File: src/hw/rtl/lcss_pkg.sv
// Shared types and constants for the cue stack sequencer.
// Used by the control, datapath and divider modules and by the top level.
package lcss_pkg;

  // Q16 fixed-point anchors
  localparam logic [16:0] Q_ONE       = 17'h10000;
  localparam logic [16:0] Q_SKIP      = 17'd65470;
  localparam logic [19:0] INSTANT_MS  = 20'd20;
  localparam logic [19:0] DEAD_OFFSET = 20'd32768;
  // ceil(2^23 / 9): exact divide by nine for any 20-bit dead-zone value
  localparam logic [19:0] DEAD_RECIP  = 20'd932068;
  localparam logic [15:0] MASTER_RST  = 16'hFFFF;

  // Divider geometry
  localparam int DIV_NW = 32;
  localparam int DIV_DW = 20;
  localparam int DIV_CW = 6;

  // Request modes
  localparam logic [2:0] MODE_TICK   = 3'd0;
  localparam logic [2:0] MODE_GO     = 3'd1;
  localparam logic [2:0] MODE_MANUAL = 3'd2;
  localparam logic [2:0] MODE_CLEAR  = 3'd3;
  localparam logic [2:0] MODE_TOGGLE = 3'd4;
  localparam logic [2:0] MODE_WRITE  = 3'd5;

  // Scene events
  localparam logic [1:0] EV_NONE    = 2'd0;
  localparam logic [1:0] EV_XFADE   = 2'd1;
  localparam logic [1:0] EV_FADEEND = 2'd2;
  localparam logic [1:0] EV_CLEARED = 2'd3;

  // Register index (address bit 2)
  localparam logic REG_CUE_COUNT = 1'b0;
  localparam logic REG_MASTER    = 1'b1;

  typedef struct packed {
    logic [2:0]  mode;
    logic [15:0] elapsed_ms;
    logic [15:0] fader_level;
    logic [5:0]  cue_index;
    logic [19:0] fade_time_ms;
    logic [19:0] hold_time_ms;
    logic        follow;
  } item_t;

  typedef struct packed {
    logic [5:0]  active_cue;
    logic        active_valid;
    logic [5:0]  last_cue;
    logic        last_valid;
    logic [5:0]  pending_cue;
    logic        running;
    logic [16:0] fade_position;
    logic [16:0] hold_position;
    logic [15:0] active_weight;
    logic [15:0] last_weight;
    logic [1:0]  scene_event;
  } result_t;

  typedef struct packed {
    logic in_load;
    logic tab_read;
    logic div_start;
    logic apply;
    logic mul_act;
    logic mul_last;
    logic out_load;
  } cmd_t;

  typedef struct packed {
    logic [2:0] mode;
    logic       div_done;
  } status_t;

endpackage

File: src/hw/rtl/lighting_cue_stack_sequencer.sv
// Cue stack sequencer: takes one request at a time and returns one result for it.
// A tick request is routed through the 32-step restoring divider that forms elapsed
// over phase time; go, manual fader, clear, toggle, write and unused modes bypass it
// (the fader dead-zone value is divided by nine with a reciprocal multiply). A new
// result waits in the emit state while a stalled result is still held. The
// next request is taken as soon as the previous one sits in the result register.
// Cue table entries read before being written give undefined times; there is no
// clearing pass after reset.
module lighting_cue_stack_sequencer #(
  parameter int MAX_CUES = 64
) (
  input  logic              clk,
  input  logic              rst,
  input  logic              item_valid,
  output logic              item_stall,
  input  lcss_pkg::item_t   item,
  output logic              result_valid,
  input  logic              result_stall,
  output lcss_pkg::result_t result,
  input  logic              psel,
  input  logic              penable,
  input  logic              pwrite,
  input  logic [2:0]        paddr,
  input  logic [31:0]       pwdata,
  output logic [31:0]       prdata,
  output logic              pready
);
  import lcss_pkg::*;

  cmd_t    cmd;
  status_t status;

  assign pready = 1'b1;

  lcss_ctrl u_ctrl (
    .clk          (clk),
    .rst          (rst),
    .item_valid   (item_valid),
    .item_stall   (item_stall),
    .result_valid (result_valid),
    .result_stall (result_stall),
    .status       (status),
    .cmd          (cmd)
  );

  lcss_dp #(.MAX_CUES(MAX_CUES)) u_dp (
    .clk     (clk),
    .rst     (rst),
    .cmd     (cmd),
    .status  (status),
    .item    (item),
    .result  (result),
    .psel    (psel),
    .penable (penable),
    .pwrite  (pwrite),
    .paddr   (paddr),
    .pwdata  (pwdata),
    .prdata  (prdata)
  );

endmodule

File: src/hw/rtl/lcss_div.sv
// Restoring divider, one quotient bit per cycle.
// Depends on lcss_pkg for its widths.
module lcss_div (
  input  logic                        clk,
  input  logic                        rst,
  input  logic                        start,
  input  logic [lcss_pkg::DIV_NW-1:0] dividend,
  input  logic [lcss_pkg::DIV_DW-1:0] divisor,
  output logic                        busy,
  output logic                        done,
  output logic [lcss_pkg::DIV_NW-1:0] quotient
);
  import lcss_pkg::*;

  logic [DIV_DW-1:0] rem;
  logic [DIV_CW-1:0] cnt;
  logic [DIV_DW:0]   shifted;
  logic              fits;

  // Trial subtract of the next partial remainder
  always_comb begin
    shifted = {rem, quotient[DIV_NW-1]};
    fits    = shifted >= {1'b0, divisor};
  end

  // Shift one bit in per cycle
  always_ff @(posedge clk) begin
    if (rst) begin
      busy <= 1'b0;
      done <= 1'b0;
      cnt  <= '0;
    end else begin
      done <= busy && (cnt == DIV_CW'(1));
      if (start) begin
        busy <= 1'b1;
        cnt  <= DIV_CW'(DIV_NW);
      end else if (busy) begin
        cnt <= cnt - DIV_CW'(1);
        if (cnt == DIV_CW'(1)) begin
          busy <= 1'b0;
        end
      end
    end
  end

  always_ff @(posedge clk) begin
    if (start) begin
      rem      <= '0;
      quotient <= dividend;
    end else if (busy) begin
      rem      <= fits ? DIV_DW'(shifted - {1'b0, divisor}) : shifted[DIV_DW-1:0];
      quotient <= {quotient[DIV_NW-2:0], fits};
    end
  end

endmodule

File: src/hw/rtl/lcss_ctrl.sv
// Sequencing state machine for the cue stack sequencer.
// Depends on lcss_pkg for the command and status structs.
module lcss_ctrl (
  input  logic              clk,
  input  logic              rst,
  input  logic              item_valid,
  output logic              item_stall,
  output logic              result_valid,
  input  logic              result_stall,
  input  lcss_pkg::status_t status,
  output lcss_pkg::cmd_t    cmd
);
  import lcss_pkg::*;

  typedef enum logic [2:0] {
    S_IDLE, S_READ, S_START, S_DIVW, S_APPLY, S_MULA, S_MULL, S_EMIT
  } state_t;

  state_t state, state_next;
  logic   needs_div;

  assign needs_div  = (status.mode == MODE_TICK);
  assign item_stall = (state != S_IDLE);

  // Decode commands from the current state
  always_comb begin
    cmd           = '0;
    cmd.in_load   = (state == S_IDLE) && item_valid;
    cmd.tab_read  = (state == S_READ);
    cmd.div_start = (state == S_START);
    cmd.apply     = (state == S_APPLY);
    cmd.mul_act   = (state == S_MULA);
    cmd.mul_last  = (state == S_MULL);
    cmd.out_load  = (state == S_EMIT) && (!result_valid || !result_stall);
  end

  // Step through one request
  always_comb begin
    state_next = state;
    unique case (state)
      S_IDLE:  if (item_valid) state_next = S_READ;
      S_READ:  state_next = needs_div ? S_START : S_APPLY;
      S_START: state_next = S_DIVW;
      S_DIVW:  if (status.div_done) state_next = S_APPLY;
      S_APPLY: state_next = S_MULA;
      S_MULA:  state_next = S_MULL;
      S_MULL:  state_next = S_EMIT;
      S_EMIT:  if (cmd.out_load) state_next = S_IDLE;
      default: state_next = S_IDLE;
    endcase
  end

  // Hold state and the result valid flag
  always_ff @(posedge clk) begin
    if (rst) begin
      state        <= S_IDLE;
      result_valid <= 1'b0;
    end else begin
      state <= state_next;
      if (cmd.out_load) begin
        result_valid <= 1'b1;
      end else if (!result_stall) begin
        result_valid <= 1'b0;
      end
    end
  end

`ifndef ASSERT_OFF
  a_load_free: assert property (@(posedge clk) disable iff (rst)
    cmd.out_load |-> (!result_valid || !result_stall))
    else $error("result loaded over a stalled result");
  a_apply_once: assert property (@(posedge clk) disable iff (rst)
    cmd.apply |=> !cmd.apply)
    else $error("request applied twice");
  a_emit_leaves: assert property (@(posedge clk) disable iff (rst)
    cmd.out_load |=> (state == S_IDLE))
    else $error("no return to idle after emit");
`endif

endmodule

File: src/hw/rtl/lcss_dp.sv
// Datapath: cue table, playback state, divider, weight multiplier, registers.
// Depends on lcss_pkg and lcss_div.
module lcss_dp #(
  parameter int MAX_CUES = 64
) (
  input  logic              clk,
  input  logic              rst,
  input  lcss_pkg::cmd_t    cmd,
  output lcss_pkg::status_t status,
  input  lcss_pkg::item_t   item,
  output lcss_pkg::result_t result,
  input  logic              psel,
  input  logic              penable,
  input  logic              pwrite,
  input  logic [2:0]        paddr,
  input  logic [31:0]       pwdata,
  output logic [31:0]       prdata
);
  import lcss_pkg::*;

  localparam int IW = (MAX_CUES > 1) ? $clog2(MAX_CUES) : 1;
  localparam int CW = IW + 1;
  localparam int NW = (CW > 7) ? CW : 7;

  typedef struct packed {
    logic [IW-1:0] act;
    logic          act_ok;
    logic [IW-1:0] prv;
    logic          prv_ok;
    logic [IW-1:0] nxt;
    logic          nxt_ok;
  } ptr_t;

  typedef struct packed {
    logic [19:0] fade;
    logic [19:0] hold;
    logic        follow;
  } entry_t;

  // Pick the pending cue after the active one, wrapping to the first
  function automatic ptr_t choose(ptr_t p, logic [NW-1:0] n);
    ptr_t          r;
    logic [NW-1:0] idx;
    r   = p;
    idx = NW'(p.act);
    if (!p.act_ok) begin
      if (n != '0) begin
        r.nxt    = '0;
        r.nxt_ok = 1'b1;
      end
    end else if (n != '0) begin
      if (idx >= n) begin
        r.act = '0;
        idx   = '0;
      end
      r.nxt    = ((idx + NW'(1)) >= n) ? '0 : IW'(idx + NW'(1));
      r.nxt_ok = 1'b1;
    end
    return r;
  endfunction

  function automatic ptr_t advance(ptr_t p, logic [NW-1:0] n);
    ptr_t r;
    r        = p;
    r.prv    = p.act;
    r.prv_ok = p.act_ok;
    if (!r.nxt_ok) r = choose(r, n);
    r.act    = r.nxt;
    r.act_ok = r.nxt_ok;
    return choose(r, n);
  endfunction

  function automatic logic [16:0] step_pos(logic [16:0] pos, logic [31:0] q,
                                           logic [19:0] t);
    logic [32:0] s;
    s = {16'b0, pos} + {1'b0, q};
    if (t <= INSTANT_MS) return Q_ONE;
    return (s >= 33'(Q_ONE)) ? Q_ONE : s[16:0];
  endfunction

  entry_t        cue_mem [MAX_CUES];
  entry_t        tab;
  item_t         req;
  ptr_t          ptr, ptr_n;
  logic          run, run_n, up, up_n;
  logic [16:0]   fade, fade_n, hold, hold_n, val;
  logic [1:0]    ev, ev_n;
  logic [6:0]    cue_count;
  logic [15:0]   master;
  logic [NW-1:0] used, cnt_ext;
  logic          wr_ok;
  logic [19:0]   v10, dead;
  logic [39:0]   dz_prod;
  logic [31:0]   dividend, quotient;
  logic [19:0]   divisor;
  logic          div_busy, div_done;
  logic [32:0]   prod;
  logic [15:0]   aw;

  assign status.mode     = req.mode;
  assign status.div_done = div_done;

  assign cnt_ext = NW'(cue_count);
  assign used    = (cnt_ext > NW'(MAX_CUES)) ? NW'(MAX_CUES) : cnt_ext;
  assign wr_ok   = NW'(req.cue_index) < NW'(MAX_CUES);

  // Configuration registers
  always_ff @(posedge clk) begin
    if (rst) begin
      cue_count <= '0;
      master    <= MASTER_RST;
    end else if (psel && penable && pwrite) begin
      unique case (paddr[2])
        REG_CUE_COUNT: cue_count <= pwdata[6:0];
        REG_MASTER:    master    <= pwdata[15:0];
        default:       ;
      endcase
    end
  end

  always_comb begin
    unique case (paddr[2])
      REG_CUE_COUNT: prdata = {25'b0, cue_count};
      REG_MASTER:    prdata = {16'b0, master};
      default:       prdata = '0;
    endcase
  end

  // Latch the accepted request
  always_ff @(posedge clk) begin
    if (cmd.in_load) req <= item;
  end

  // Cue table: write on apply of an in-range write request, registered read of the active cue
  always_ff @(posedge clk) begin
    if (cmd.apply && (req.mode == MODE_WRITE) && wr_ok) begin
      cue_mem[IW'(req.cue_index)] <= {req.fade_time_ms, req.hold_time_ms, req.follow};
    end
    if (cmd.tab_read) tab <= cue_mem[ptr.act];
  end

  // Dead-zone fader value over nine by reciprocal multiply
  always_comb begin
    v10     = ({4'b0, req.fader_level} << 3) + ({4'b0, req.fader_level} << 1);
    dead    = (v10 > DEAD_OFFSET) ? (v10 - DEAD_OFFSET) : '0;
    dz_prod = 40'(dead) * 40'(DEAD_RECIP);
  end

  // Hold the fader value, capped at one
  always_ff @(posedge clk) begin
    if (cmd.tab_read) val <= (dz_prod[39:23] > Q_ONE) ? Q_ONE : dz_prod[39:23];
  end

  // Divider operands: elapsed over the current phase time
  assign dividend = {req.elapsed_ms, 16'b0};
  assign divisor  = (fade < Q_ONE) ? tab.fade : tab.hold;

  lcss_div u_div (
    .clk      (clk),
    .rst      (rst),
    .start    (cmd.div_start),
    .dividend (dividend),
    .divisor  (divisor),
    .busy     (div_busy),
    .done     (div_done),
    .quotient (quotient)
  );

  // Next playback state for the request
  always_comb begin
    ptr_n  = ptr;
    run_n  = run;
    up_n   = up;
    fade_n = fade;
    hold_n = hold;
    ev_n   = EV_NONE;
    unique case (req.mode)
      MODE_TICK: begin
        if (run) begin
          if (!ptr.act_ok) begin
            run_n = 1'b0;
          end else if (fade < Q_ONE) begin
            fade_n = step_pos(fade, quotient, tab.fade);
            if (fade_n < Q_ONE) begin
              ev_n = EV_XFADE;
            end else begin
              if (!tab.follow) run_n = 1'b0;
              ev_n = EV_FADEEND;
            end
          end else if (hold < Q_ONE) begin
            if (!tab.follow) begin
              hold_n = Q_ONE;
            end else begin
              hold_n = step_pos(hold, quotient, tab.hold);
              if (hold_n >= Q_ONE) begin
                ptr_n  = advance(ptr, used);
                fade_n = '0;
                hold_n = '0;
                run_n  = 1'b1;
              end
            end
          end else begin
            run_n = 1'b0;
          end
        end
      end
      MODE_GO: begin
        if ((fade < Q_ONE) && ptr.act_ok) begin
          fade_n = Q_SKIP;
        end else if ((hold < Q_ONE) && ptr.act_ok && tab.follow) begin
          hold_n = Q_SKIP;
        end else begin
          ptr_n  = advance(ptr, used);
          fade_n = '0;
          hold_n = '0;
        end
        run_n = 1'b1;
      end
      MODE_MANUAL: begin
        if (!ptr.act_ok) begin
          if (!ptr_n.nxt_ok) ptr_n = choose(ptr_n, used);
          ptr_n.act    = ptr_n.nxt;
          ptr_n.act_ok = ptr_n.nxt_ok;
          fade_n       = '0;
          hold_n       = '0;
          ptr_n        = choose(ptr_n, used);
        end
        if (ptr_n.act_ok) begin
          if (fade_n >= Q_ONE) ptr_n = advance(ptr_n, used);
          fade_n = up ? val : (Q_ONE - val);
          if (fade_n < Q_ONE) begin
            ev_n = EV_XFADE;
          end else begin
            up_n = !up;
            ev_n = EV_FADEEND;
          end
        end
      end
      MODE_CLEAR: begin
        run_n        = 1'b0;
        ptr_n.prv_ok = 1'b0;
        ptr_n.nxt    = ptr.act;
        ptr_n.nxt_ok = ptr.act_ok;
        ptr_n.act_ok = 1'b0;
        fade_n       = '0;
        hold_n       = '0;
        ev_n         = EV_CLEARED;
      end
      MODE_TOGGLE: run_n = !run;
      default: ;
    endcase
  end

  // Commit the playback state
  always_ff @(posedge clk) begin
    if (rst) begin
      ptr.act_ok <= 1'b0;
      ptr.prv_ok <= 1'b0;
      ptr.nxt_ok <= 1'b0;
      ptr.act    <= '0;
      ptr.prv    <= '0;
      ptr.nxt    <= '0;
      run        <= 1'b0;
      up         <= 1'b1;
      fade       <= '0;
      hold       <= '0;
    end else if (cmd.apply) begin
      ptr  <= ptr_n;
      run  <= run_n;
      up   <= up_n;
      fade <= fade_n;
      hold <= hold_n;
    end
  end

  always_ff @(posedge clk) begin
    if (cmd.apply) ev <= ev_n;
  end

  // Weights: active then last, one multiply per cycle
  always_ff @(posedge clk) begin
    if (cmd.mul_act) begin
      prod <= 33'(fade) * 33'(master);
    end else if (cmd.mul_last) begin
      aw   <= ptr.act_ok ? prod[31:16] : '0;
      prod <= 33'(Q_ONE - fade) * 33'(master);
    end
  end

  // Result register
  always_ff @(posedge clk) begin
    if (cmd.out_load) begin
      result.active_cue    <= ptr.act_ok ? 6'(ptr.act) : '0;
      result.active_valid  <= ptr.act_ok;
      result.last_cue      <= ptr.prv_ok ? 6'(ptr.prv) : '0;
      result.last_valid    <= ptr.prv_ok;
      result.pending_cue   <= ptr.nxt_ok ? 6'(ptr.nxt) : '0;
      result.running       <= run;
      result.fade_position <= fade;
      result.hold_position <= hold;
      result.active_weight <= aw;
      result.last_weight   <= ptr.prv_ok ? prod[31:16] : '0;
      result.scene_event   <= ev;
    end
  end

`ifndef ASSERT_OFF
  a_fade_cap: assert property (@(posedge clk) disable iff (rst) fade <= Q_ONE)
    else $error("fade position above one");
  a_hold_cap: assert property (@(posedge clk) disable iff (rst) hold <= Q_ONE)
    else $error("hold position above one");
  a_div_idle: assert property (@(posedge clk) disable iff (rst)
    (cmd.apply || cmd.div_start) |-> !div_busy)
    else $error("divider busy at start or apply");
`endif

endmodule
File: config.mk
export PLATFORM = sky130hd
export DESIGN_NAME = lighting_cue_stack_sequencer
export DESIGN_NICKNAME = d
export VERILOG_FILES = /design/src/hw/rtl/lcss_pkg.sv /design/src/hw/rtl/lighting_cue_stack_sequencer.sv /design/src/hw/rtl/lcss_div.sv /design/src/hw/rtl/lcss_ctrl.sv /design/src/hw/rtl/lcss_dp.sv
export SDC_FILE = /design/constraint.sdc
export NUM_CORES = 2
export LEC_CHECK = 0
export BUFFER_PORTS_ARGS = -buffer_cell sky130_fd_sc_hd__clkbuf_2
export CAP_MARGIN = 20
export CORE_MARGIN = 2
export CORE_UTILIZATION = 30
export DETAILED_ROUTE_END_ITERATION = 6
export PLACE_DENSITY = 0.46
export SKIP_CTS_REPAIR_TIMING = 1
export SYNTH_ARGS = -nofsm -noshare
export SYNTH_HDL_FRONTEND = slang
export SYNTH_HIERARCHICAL = 1
export SYNTH_SLANG_ARGS = --single-unit
File: constraint.sdc
create_clock -name clk -period 9.1 [get_ports clk]
set_input_delay 0.91 -clock clk [delete_from_list [all_inputs] [get_ports clk]]
set_output_delay 0.91 -clock clk [all_outputs]
set_load 0.03 [all_outputs]
==> flow_metrics.env <==
export IMPL_min_period_over_period_pct=107
export IMPL_reg2reg_from="u_dp/req[50]"
export IMPL_synth_seq_cells=3031
export IMPL_wl_per_cell_um=27.5
export IMPL_grt_max_degree=112
export IMPL_vias=82600
export IMPL_cp_end_kind="flip-flop"
export IMPL_synth_area_per_cell_um2=16.7
export IMPL_hold_viol=0
export IMPL_overflow=0
export IMPL_post_synth_top_area_cell="edfxtp_1"
export IMPL_path_class="flip-flop to flip-flop"
export IMPL_num_fill_cells=46400
export IMPL_dp_cells=15700
export IMPL_top_usage_layer="met2"
export IMPL_cts_max_level=5
export IMPL_cp_common_cell="fa_1"
export IMPL_ys_types=113
export IMPL_syn_area_mm2=0.147
export IMPL_fp_row_count=257
export IMPL_synth_ff_type="edfxtp_1"
export IMPL_final_cell_mix="edfxtp_1, mux4_2, inv_1"
export IMPL_min_to="u_dp/req[3]"
export IMPL_setup_viol=23
export IMPL_globalplace_congestion=0.832
export IMPL_rsz0062_at_grt="true"
export IMPL_layout_commonest_cell="edfxtp_1"
export IMPL_hp_start="item[3]"
export IMPL_fmax_ghz=0.103
export IMPL_antenna_found_initial=27
export IMPL_wl_mm=449
export IMPL_grt_pass1_vias=86400
export IMPL_final_antenna_net_count=0
export IMPL_slew_viol_final=0
export IMPL_cts_made_buffers=333
export IMPL_fin_nets=10800
export IMPL_required_ps=9890
export IMPL_multi_input_area_mm2=0.0539
export IMPL_cts_path_max_buffers=4
export IMPL_cts_tree="built"
export IMPL_area_growth_pct=16.5
export IMPL_fin_cells=16300
export IMPL_remaining_drc_errors=0
export IMPL_path_clk_slew_ps=60
export IMPL_arrival_ps=10550
export IMPL_reg2reg_to="u_dp/val[7]"
export IMPL_initial_core_util_pct=30.1
export IMPL_cp_slowest_cell="fa_2"
export IMPL_coreArea_mm2=0.489
export IMPL_rrSetupSlack_ps=-650
export IMPL_ios=248
export IMPL_drt_initial_drc_count=7605
export IMPL_whs_path_depth=1
export IMPL_hold_class="input port to flip-flop"
export IMPL_ys_top_cells_by_area="edfxtp_1, mux4_2, fa_1, ha_1, inv_1"
export IMPL_clkSinkCount=3031
export IMPL_synth_seq_area_share_pct=61.1
export IMPL_cts_root_buffer="clkbuf_16"
export IMPL_rr_worst_depth=36
export IMPL_finClkSkew_ps=102
export IMPL_violations="negative setup slack"
export IMPL_cp_max_fo=8
export IMPL_syn_instance_count=8830
export IMPL_regArea_mm2=0.0899
export IMPL_cp_start_kind="flip-flop"
export IMPL_grtUsageTotal_pct=17.9
export IMPL_slew_limit_headroom_pct=25.0
export IMPL_maxCapViolations=0
export IMPL_dieArea_mm2=0.496
export IMPL_cpPeakStageDelay_ps=570
export IMPL_synth_edf_count=2919
export IMPL_numPortBuffers=212
export IMPL_status="finished with violations"
export IMPL_drt_pass1_iterations=7
export IMPL_synth_top_area_share_pct=59.6
export IMPL_gr_usage_met1_pct=25.0
export IMPL_period_minus_slack_ps=9750
export IMPL_yosysWarningCount=6
export IMPL_viasPerCell=5.05
export IMPL_fp_dieH_um=704
export IMPL_use_met3_pct=2.07
export IMPL_dp_hpwl_mm=281
export IMPL_grt_pass1_wl_mm=645
export IMPL_clk_latency_ps=980
export IMPL_tightestPinTransition_ps=1120
export IMPL_fin_ws_ps=-653
export IMPL_ys_async_sr_fraction_pct=0
export IMPL_global_route_usage_met2_pct=30.1
export IMPL_final_layout_size_suffix_gt1_share_pct=25.2
export IMPL_die_w_um=704
-- stage by stage --
step	hold slack [ps]	utilization [%]	instance area, um^2	TNS (ps)	worst slack (ps)
final	104	35.1	171000	-7560	-653
after global routing	39.7	35.1	171000	-16890	-1070
after CTS	11.6	34.9	171000	-17100	-1170
after detailed placement	405	32.7	160000	-15340	-1080
after global placement	404	32.7	160000	-13790	-1110
after floorplan	400	-	147000	-1030	-421
-- worst max-delay path, delay by kind of cell (launching register included) --
kind | cells | cell delay [ps]
buffers and inverters | 3 | 270
and+or+nand+nor | 14 | 3140
xor gates and xnor gates | 2 | 340
adders and majority gates | 9 | 3620
DFF | 1 | 470
AOI/OAI and AO/OA | 8 | 1780
-- how the worst max path moves through the flow --
stage | startpoint | endpoint | slack [ps] | depth (start not counted)
after CTS | u_dp/req[50] | u_dp/val[7] | -1170 | 36
after global placement | u_dp/req[50] | u_dp/val[7] | -1110 | 38
after floorplan | u_dp/cnt_ext[5] | u_dp/ptr[5] | -420 | 51
final | u_dp/req[50] | u_dp/val[7] | -650 | 36
after detailed placement | u_dp/req[50] | u_dp/val[7] | -1080 | 36
after global routing | u_dp/req[50] | u_dp/val[7] | -1070 | 36
-- cell type report --
class                      count  area share (%)
antenna                       10          0.0146
clock buffer                 409            5.06
clock inverter               199            1.09
inverter                     766            1.68
multi-input combinational   4610            31.4
sequential                  3031            52.4
tap                         6475            4.73
timing repair buffer         844            3.56
-- synthesized netlist by cell type (52+ instances only) --
| library cell | n |
|---|---|
| a21o_1 | 107 |
| a21oi_1 | 204 |
| and2_1 | 295 |
| buf_1 | 52 |
| clkbuf_1 | 359 |
| dfxtp_1 | 112 |
| edfxtp_1 | 2919 |
| fa_1 | 567 |
| ha_1 | 476 |
| inv_1 | 762 |
| mux4_2 | 861 |
| nand2_1 | 613 |
| nand2b_1 | 58 |
| nand3_1 | 81 |
| nor2_1 | 280 |
| nor3_1 | 78 |
| o21ai_0 | 116 |
| xnor2_1 | 110 |
| xor2_1 | 56 |
-- logic make-up (layout without fill, tap and decap cells) --
group,after synthesis,count (layout),synth area share [%]
flops,3031,3031,61.1
simple gates,1655,1655,5.56
buf+inv,1220,2218,3.21
fa+ha+maj,1043,1043,11.8
mux,928,928,13.7
compound gates,784,784,3.68
xor+xnor,167,167,0.999
other cells,2,43,0.00511
-- flip-flops by register name (all words and copies together), names as in the netlist, 17 cells and up --
| signal | flops |
|---|---|
| u_dp/cue_mem | 2624 |
| u_dp/result | 89 |
| u_dp/req | 63 |
| u_dp/tab | 41 |
| u_dp/u_div/quotient | 32 |
| u_dp/ptr | 21 |
| u_dp/u_div/rem | 20 |
| u_dp/fade | 17 |
| u_dp/hold | 17 |
| u_dp/val | 17 |
-- metal layers --
layer  vias to the layer above  wire length [um]
met2                      2459            219000
met1                     44600            196000
met5                         -                34
met4                         4             10500
met3                       561             23800
li1                      35000                 -
Power is not shown: default switching activity piles up to over one toggle a cycle in this logic, so the estimate is an artifact.
